### src/hw/rtl/sha1md_pkg.sv
`timescale 1ns / 1ps

package sha1md_pkg;

    localparam int WIN_DEPTH = 16;
    localparam int CHAIN_N = 5;

    localparam logic [5:0] POS_LAST = 6'd63;
    localparam logic [5:0] POS_LEN = 6'd56;
    localparam logic [7:0] PAD_MARK_BYTE = 8'h80;
    localparam logic [7:0] PAD_ZERO_BYTE = 8'h00;
    localparam logic [6:0] ROUND_LAST = 7'd79;
    localparam logic [2:0] WORD_LAST = 3'd4;
    localparam logic [2:0] LEN_BYTES_LAST = 3'd7;

    typedef logic [31:0] word_t;

    localparam word_t IV [CHAIN_N] = '{
        32'h67452301,
        32'hEFCDAB89,
        32'h98BADCFE,
        32'h10325476,
        32'hC3D2E1F0
    };

    // Round groups of twenty, each with its own constant; the two parity groups share one mixing function.
    typedef enum logic [1:0] {
        PH_CHOOSE,
        PH_PARITY_LO,
        PH_MAJORITY,
        PH_PARITY_HI
    } phase_t;

    typedef enum logic [2:0] {
        ST_IDLE,
        ST_PAD_MARK,
        ST_PAD_ZERO,
        ST_PAD_LEN,
        ST_COMPRESS,
        ST_FINAL,
        ST_EMIT
    } state_t;

    typedef struct packed {
        logic [7:0] data_byte;
        logic       byte_present;
        logic       end_of_message;
    } msg_item_t;

    typedef struct packed {
        word_t      digest_word;
        logic [2:0] word_index;
        logic       last_word;
    } digest_item_t;

    typedef struct packed {
        logic       wr;
        logic [5:0] pos;
        logic [7:0] wr_byte;
        logic       shift;
    } sched_ctrl_t;

    typedef struct packed {
        logic   init;
        logic   start;
        logic   step;
        logic   finish;
        phase_t phase;
    } round_ctrl_t;

    function automatic word_t round_k(phase_t ph);
        word_t k;
        unique case (ph)
            PH_CHOOSE:    k = 32'h5A827999;
            PH_PARITY_LO: k = 32'h6ED9EBA1;
            PH_MAJORITY:  k = 32'h8F1BBCDC;
            PH_PARITY_HI: k = 32'hCA62C1D6;
            default:      k = 32'hCA62C1D6;
        endcase
        return k;
    endfunction

    function automatic word_t round_f(phase_t ph, word_t b, word_t c, word_t d);
        word_t f;
        unique case (ph)
            PH_CHOOSE:   f = (b & c) | (~b & d);
            PH_MAJORITY: f = (b & c) | (b & d) | (c & d);
            default:     f = b ^ c ^ d;
        endcase
        return f;
    endfunction

endpackage

### src/hw/rtl/sha1md_sched.sv
`timescale 1ns / 1ps

module sha1md_sched (
    input  logic                    clk,
    input  sha1md_pkg::sched_ctrl_t ctrl,
    output sha1md_pkg::word_t       w_cur
);
    import sha1md_pkg::*;

    word_t win_reg [WIN_DEPTH];
    word_t expand;
    word_t mix;

    // The window holds W[i] .. W[i+15]; the new word is W[i+16].
    assign mix = win_reg[13] ^ win_reg[8] ^ win_reg[2] ^ win_reg[0];
    assign expand = {mix[30:0], mix[31]};
    assign w_cur = win_reg[0];

    always_ff @(posedge clk)
    begin
        if (ctrl.shift)
        begin
            for (int i = 0; i < WIN_DEPTH - 1; i++)
            begin
                win_reg[i] <= win_reg[i + 1];
            end
            win_reg[WIN_DEPTH - 1] <= expand;
        end
        else if (ctrl.wr)
        begin
            // Byte zero of a word is its most significant byte.
            win_reg[ctrl.pos[5:2]][{~ctrl.pos[1:0], 3'b000} +: 8] <= ctrl.wr_byte;
        end
    end

endmodule

### src/hw/rtl/sha1md_round.sv
`timescale 1ns / 1ps

module sha1md_round (
    input  logic                                          clk,
    input  logic                                          rst_n,
    input  sha1md_pkg::round_ctrl_t                       ctrl,
    input  sha1md_pkg::word_t                             w_cur,
    output sha1md_pkg::word_t [sha1md_pkg::CHAIN_N-1:0]   chain
);
    import sha1md_pkg::*;

    word_t [CHAIN_N-1:0] chain_reg;
    word_t a_reg, b_reg, c_reg, d_reg, e_reg;
    word_t t_next;

    assign chain = chain_reg;

    assign t_next = {a_reg[26:0], a_reg[31:27]} + round_f(ctrl.phase, b_reg, c_reg, d_reg)
                    + e_reg + round_k(ctrl.phase) + w_cur;

    always_ff @(posedge clk or negedge rst_n)
    begin
        if (!rst_n)
        begin
            for (int i = 0; i < CHAIN_N; i++)
            begin
                chain_reg[i] <= IV[i];
            end
        end
        else if (ctrl.init)
        begin
            for (int i = 0; i < CHAIN_N; i++)
            begin
                chain_reg[i] <= IV[i];
            end
        end
        else if (ctrl.finish)
        begin
            chain_reg[0] <= chain_reg[0] + a_reg;
            chain_reg[1] <= chain_reg[1] + b_reg;
            chain_reg[2] <= chain_reg[2] + c_reg;
            chain_reg[3] <= chain_reg[3] + d_reg;
            chain_reg[4] <= chain_reg[4] + e_reg;
        end
    end

    always_ff @(posedge clk)
    begin
        if (ctrl.start)
        begin
            a_reg <= chain_reg[0];
            b_reg <= chain_reg[1];
            c_reg <= chain_reg[2];
            d_reg <= chain_reg[3];
            e_reg <= chain_reg[4];
        end
        else if (ctrl.step)
        begin
            a_reg <= t_next;
            b_reg <= a_reg;
            c_reg <= {b_reg[1:0], b_reg[31:2]};
            d_reg <= c_reg;
            e_reg <= d_reg;
        end
    end

endmodule

### src/hw/rtl/sha1_message_digest.sv
`timescale 1ns / 1ps
// A byte that does not complete a 64-byte block leaves the input ready for the next byte.
// A byte that completes a block is followed by a busy period (80 rounds and the chaining add)
// on the single round unit, during which no new byte is taken.
// End of message pads one byte per cycle outside compressions, runs one or two compressions, then
// offers five digest words, one per cycle while the output is ready.
// Reset (rst_n, asynchronous, active low) loads the initial hash and zeroes the byte count.

module sha1_message_digest (
    input  logic                     clk,
    input  logic                     rst_n,
    input  logic                     item_valid,
    output logic                     item_ready,
    input  sha1md_pkg::msg_item_t    item,
    output logic                     digest_valid,
    input  logic                     digest_ready,
    output sha1md_pkg::digest_item_t digest
);
    import sha1md_pkg::*;

    localparam logic [6:0] ROUND_PH1 = 7'd20;
    localparam logic [6:0] ROUND_PH2 = 7'd40;
    localparam logic [6:0] ROUND_PH3 = 7'd60;

    state_t      state_reg, state_next;
    state_t      ret_reg, ret_next;
    state_t      after_push;
    logic [60:0] byte_cnt_reg, byte_cnt_next, byte_cnt_inc;
    logic [63:0] len_reg, len_next;
    logic [6:0]  rnd_cnt_reg, rnd_cnt_next;
    logic [2:0]  sub_reg, sub_next;
    logic [5:0]  pos;
    logic        push_en;
    logic [7:0]  push_val;

    sched_ctrl_t         sch;
    round_ctrl_t         rc;
    word_t               w_cur;
    word_t [CHAIN_N-1:0] chain;

    assign pos = byte_cnt_reg[5:0];
    assign byte_cnt_inc = byte_cnt_reg + 61'd1;

    sha1md_sched u_sched (
        .clk   (clk),
        .ctrl  (sch),
        .w_cur (w_cur)
    );

    sha1md_round u_round (
        .clk   (clk),
        .rst_n (rst_n),
        .ctrl  (rc),
        .w_cur (w_cur),
        .chain (chain)
    );

    assign digest.digest_word = chain[sub_reg];
    assign digest.word_index = sub_reg;
    assign digest.last_word = (sub_reg == WORD_LAST);

    always_ff @(posedge clk or negedge rst_n)
    begin
        if (!rst_n)
        begin
            state_reg <= ST_IDLE;
            ret_reg <= ST_IDLE;
            byte_cnt_reg <= '0;
            rnd_cnt_reg <= '0;
            sub_reg <= '0;
        end
        else
        begin
            state_reg <= state_next;
            ret_reg <= ret_next;
            byte_cnt_reg <= byte_cnt_next;
            rnd_cnt_reg <= rnd_cnt_next;
            sub_reg <= sub_next;
        end
    end

    always_ff @(posedge clk)
    begin
        len_reg <= len_next;
    end

    always_comb
    begin
        state_next = state_reg;
        ret_next = ret_reg;
        byte_cnt_next = byte_cnt_reg;
        len_next = len_reg;
        rnd_cnt_next = rnd_cnt_reg;
        sub_next = sub_reg;
        after_push = state_reg;
        push_en = 1'b0;
        push_val = PAD_ZERO_BYTE;
        item_ready = 1'b0;
        digest_valid = 1'b0;
        sch = '0;
        rc = '0;

        priority if (rnd_cnt_reg < ROUND_PH1)
            rc.phase = PH_CHOOSE;
        else if (rnd_cnt_reg < ROUND_PH2)
            rc.phase = PH_PARITY_LO;
        else if (rnd_cnt_reg < ROUND_PH3)
            rc.phase = PH_MAJORITY;
        else
            rc.phase = PH_PARITY_HI;

        unique case (state_reg)
            ST_IDLE:
            begin
                item_ready = 1'b1;
                if (item_valid)
                begin
                    // The length is captured after the byte of the same transaction.
                    len_next = item.byte_present ? {byte_cnt_inc, 3'b000}
                                                 : {byte_cnt_reg, 3'b000};
                    push_en = item.byte_present;
                    push_val = item.data_byte;
                    after_push = item.end_of_message ? ST_PAD_MARK : ST_IDLE;
                    if (!item.byte_present && item.end_of_message)
                    begin
                        state_next = ST_PAD_MARK;
                    end
                end
            end
            ST_PAD_MARK:
            begin
                push_en = 1'b1;
                push_val = PAD_MARK_BYTE;
                after_push = ST_PAD_ZERO;
            end
            ST_PAD_ZERO:
            begin
                if (pos == POS_LEN)
                begin
                    state_next = ST_PAD_LEN;
                    sub_next = '0;
                end
                else
                begin
                    push_en = 1'b1;
                    push_val = PAD_ZERO_BYTE;
                    after_push = ST_PAD_ZERO;
                end
            end
            ST_PAD_LEN:
            begin
                push_en = 1'b1;
                push_val = len_reg[63:56];
                len_next = {len_reg[55:0], 8'h00};
                sub_next = sub_reg + 3'd1;
                after_push = (sub_reg == LEN_BYTES_LAST) ? ST_EMIT : ST_PAD_LEN;
            end
            ST_COMPRESS:
            begin
                rc.step = 1'b1;
                sch.shift = 1'b1;
                rnd_cnt_next = rnd_cnt_reg + 7'd1;
                if (rnd_cnt_reg == ROUND_LAST)
                begin
                    state_next = ST_FINAL;
                end
            end
            ST_FINAL:
            begin
                rc.finish = 1'b1;
                state_next = ret_reg;
            end
            ST_EMIT:
            begin
                digest_valid = 1'b1;
                if (digest_ready)
                begin
                    sub_next = sub_reg + 3'd1;
                    if (sub_reg == WORD_LAST)
                    begin
                        rc.init = 1'b1;
                        byte_cnt_next = '0;
                        sub_next = '0;
                        state_next = ST_IDLE;
                    end
                end
            end
            default:
            begin
                state_next = ST_IDLE;
            end
        endcase

        // A byte that fills the block starts compression; the round unit loads
        // the chaining words in the same cycle.
        sch.pos = pos;
        if (push_en)
        begin
            sch.wr = 1'b1;
            sch.wr_byte = push_val;
            byte_cnt_next = byte_cnt_inc;
            if (pos == POS_LAST)
            begin
                rc.start = 1'b1;
                rnd_cnt_next = '0;
                ret_next = after_push;
                state_next = ST_COMPRESS;
            end
            else
            begin
                state_next = after_push;
            end
        end
    end

    ap_no_overlap: assert property (@(posedge clk) disable iff (!rst_n)
        !(item_ready && digest_valid))
        else $error("input and output sides active together");

    ap_len_position: assert property (@(posedge clk) disable iff (!rst_n)
        state_reg == ST_PAD_LEN |-> pos == {3'b111, sub_reg})
        else $error("length bytes not at the end of the block");

    ap_round_bound: assert property (@(posedge clk) disable iff (!rst_n)
        state_reg == ST_COMPRESS |-> rnd_cnt_reg <= ROUND_LAST)
        else $error("round counter out of range");

    ap_round_start: assert property (@(posedge clk) disable iff (!rst_n)
        state_reg != ST_COMPRESS && state_next == ST_COMPRESS |=> rnd_cnt_reg == '0)
        else $error("compression did not start at round zero");

    ap_fresh_after_digest: assert property (@(posedge clk) disable iff (!rst_n)
        digest_valid && digest_ready && digest.last_word |=> item_ready && byte_cnt_reg == '0)
        else $error("block not cleared after the last digest word");

endmodule

### config.mk
export PLATFORM = sky130hd
export DESIGN_NAME = sha1_message_digest
export DESIGN_NICKNAME = d
export VERILOG_FILES = /design/src/hw/rtl/sha1md_pkg.sv /design/src/hw/rtl/sha1md_sched.sv /design/src/hw/rtl/sha1md_round.sv /design/src/hw/rtl/sha1_message_digest.sv
export SDC_FILE = /design/constraint.sdc
export NUM_CORES = 2
export LEC_CHECK = 0
export BUFFER_PORTS_ARGS = -buffer_cell sky130_fd_sc_hd__buf_2
export CORE_MARGIN = 4
export CORE_UTILIZATION = 60
export CTS_CLUSTER_SIZE = 25
export DETAILED_ROUTE_END_ITERATION = 10
export PLACE_DENSITY = 0.84
export SLEW_MARGIN = 15
export SYNTH_ARGS = -nofsm -noshare
export SYNTH_HDL_FRONTEND = slang
export SYNTH_HIERARCHICAL = 1
export SYNTH_SLANG_ARGS = --single-unit
### constraint.sdc
create_clock -name clk -period 6.5 [get_ports clk]
set_input_delay 0.65 -clock clk [delete_from_list [all_inputs] [get_ports clk]]
set_output_delay 0.65 -clock clk [all_outputs]
set_load 0.01 [all_outputs]
==> flow_summary.yaml <==
drt:
  drt_iter0_drc: 5777
  drt-total-wl_microns: 166000
  post_drt_wl_per_cell_microns: 24.8
  drtPass1Iterations: 6
  drc: 0
  vias_per_cell: 6.56
  num_vias: 43900
  postRouteAntennaNets: 0
timing:
  fmax_mhz: 164
  drv_slew: 0
  tightestPinTransition_ps: 1290
  finalSetupViolCount: 0
  period_needed_ps: 6090
  hold_slack_ps: -52.1
  finalClockSkew_ps: 53.1
  max_slew_margin: 0.130
  rsz0062_at_grt: "no"
  finalHoldViolCount: 2
  fin_crit_sh: 0.937
  setup_tns_ps: 0
power:
  power_density_mw_per_mm2: 355
  p_total_mw: 22.7
  ir_drop_v: 0.000256
  power_leakage_nw: 24.3
synth:
  ys_top_cells_by_count: "edfxtp_1 (733), mux2_2 (505), nand2_1 (466)"
  synthTopCellsByArea: "edfxtp_1 (37%), mux2_2 (9.6%), dfrtp_1 (6.7%)"
  ys_async_sr_fraction: 0.244
  ys_types: 100
  syn_nets: 5729
  yosys_warnings: 6
  yosys.area.top_type: "edfxtp_1"
  yosys.area.top_type_share: 0.373
  ys_seq_area_frac: 0.475
  ys_ff_latch: 970
  synth.most_common_cell: "edfxtp_1"
  dominantRegCellSynth: "edfxtp_1"
  synth_area_per_cell_sq_um: 11.0
  synth_area_sq_mm: 0.0591
  synth-edff-count: 733
  syn_inst: 5382
cts:
  cts.sinks: 970
  cts_max_path_buffers: 3
  htree_levels: 3
  cts_tree: "yes"
  cts.clk_slew.worst_paths_ps: 60
  root_buffer: "clkbuf_16"
  post-cts-setup-buffers: 0
  cts_buffers: 101
  clk_latency_ps: 710
die:
  fp.dieH_microns: 322
  fp.coreArea_sq_mm: 0.0971
  fp.dieW_microns: 322
  die_area_sq_mm: 0.104
  std_cell_rows: 114
  io_pins: 52
  start_util: 0.608
cells_and_area:
  finalNonFillerCells: 6694
  drive_gt1_frac: 0.177
  multi_input_area_sq_mm: 0.0286
  synthToLayoutAreaGrowth_pct: 8.54
  fillerInstances: 6928
  final-seq-area_sq_mm: 0.0280
  largest_reg_flops: 512
  utilization: 0.660
  diodes: 0
  layout.nets: 5678
setup_path:
  path_class: "reg2reg"
  r2r_setup_slack_ps: 410
  reg2reg_depth: 21
  worstReg2RegStart: "rnd_cnt_reg[3]"
  cp_max_fo: 27
  r2r-end: "u_round/a_reg[30]"
  end_kind: "flop"
  crit_required_ps: 6950
  start_kind: "flop"
  arrival_ps: 6540
status:
  violations: "negative hold slack"
  status: "finished with violations"
global_routing:
  grt_pass1_vias: 42600
  grt_pass1_wl_microns: 254000
  grt_use_total: 0.316
  antenna_found_initial: 2
  overflow: 0
  grt_max_degree: 196
job:
  drv_cap: 0
placed_design:
  place.gp.congestion: 0.954
  io_buffers: 51
  place_inst: 6504
  dp_hpwl_microns: 115000
min_path:
  min_path_type: "in2async"
[power by group]
part | switching, mW | internal (mW) | leakage, nW
combinational | 4.52 | 2.94 | 13.1
clock | 2.65 | 3.90 | 1.81
sequential | 0.860 | 7.87 | 9.42
total | 8.03 | 14.7 | 24.3
[kinds of logic after synthesis]
kind of cell    Yosys count  synth area share
compound gates         1184             0.123
xor+xnor                307            0.0455
fa+ha+maj               333            0.0864
buf+inv                 642            0.0421
flops                   970             0.475
mux                     640             0.120
simple gates           1306             0.109
[metrics by stage]
step	cell area, sq um	worst slack, ps	hold slack (ps)
after floorplan	59100	763	354
after global placement	60400	422	488
after detailed placement	60400	313	500
after CTS	64100	245	28.7
after global routing	64100	12.0	21.1
final	64100	410	-52.1
[worst max path at each step]
stage / slack [ps] / from / depth (start not counted) / end
4_1_cts: 250 / rnd_cnt_reg[3] / 21 / u_round/a_reg[24]
3_5_place_dp: 310 / rnd_cnt_reg[3] / 21 / u_round/a_reg[24]
2_1_floorplan: 760 / rnd_cnt_reg[3] / 23 / u_round/a_reg[30]
5_1_grt: 10 / rnd_cnt_reg[3] / 21 / u_round/a_reg[30]
3_3_place_gp: 420 / rnd_cnt_reg[3] / 21 / u_round/a_reg[24]
6_report: 410 / rnd_cnt_reg[3] / 21 / u_round/a_reg[30]
[per-layer routing]
metal,vias to the layer above,global-route usage,wire length (microns)
met5,-,0,0
met4,0,0.153,9330
met3,469,0.0520,16200
met2,2549,0.505,76600
met1,21600,0.424,63900
li1,19300,-,-
[cell usage in the layout (no fill, tap or decap), types with 23 or more instances in the layout]
cell type / instances
a21o_1: 86
a21oi_1: 280
a31oi_1: 34
and2_0: 28
and3_1: 31
buf_2: 50
buf_4: 46
clkbuf_16: 103
dfrtp_1: 155
dfstp_2: 80
edfxtp_1: 733
fa_1: 125
ha_1: 208
inv_1: 383
mux2_1: 31
mux2_2: 505
mux2i_1: 104
nand2_1: 466
nand2_2: 25
nand2b_1: 85
nand3_1: 88
nand4_1: 45
nor2_1: 272
nor2b_1: 25
nor3_1: 45
o211ai_1: 24
o21a_1: 31
o21ai_0: 423
o21bai_1: 32
o22ai_1: 47
o31ai_1: 48
or2_2: 23
xnor2_1: 176
xor2_1: 131
[worst max-delay path, cell delays in order (launching register included)]
cell       delay, ps
dfrtp_1          430
nand2_1          120
o21ai_0           90
a221o_1          410
inv_1            130
ha_1             300
or2_2            210
buf_4            330
o221ai_1         270
fa_1             530
inv_1             50
fa_1             490
inv_1             40
ha_1             330
a21oi_1          200
o21ai_1          140
a2111oi_2        580
nor3b_1          140
o2111ai_1        460
o22ai_1          150
xor2_1           170
mux2_2           270
[what timing repair did]
action	CTS	global route
setup endpoints to repair	0	3
resized for setup	0	1
hold buffers	0	0
[layout make-up]
class                      instances  area share
multi-input combinational       3770       0.446
sequential                       970       0.438
clock buffer                     129      0.0430
tap                             1276      0.0249
inverter                         388      0.0228
clock inverter                    61      0.0153
timing repair buffer             100      0.0105
Power figures use the tool's default switching activity.
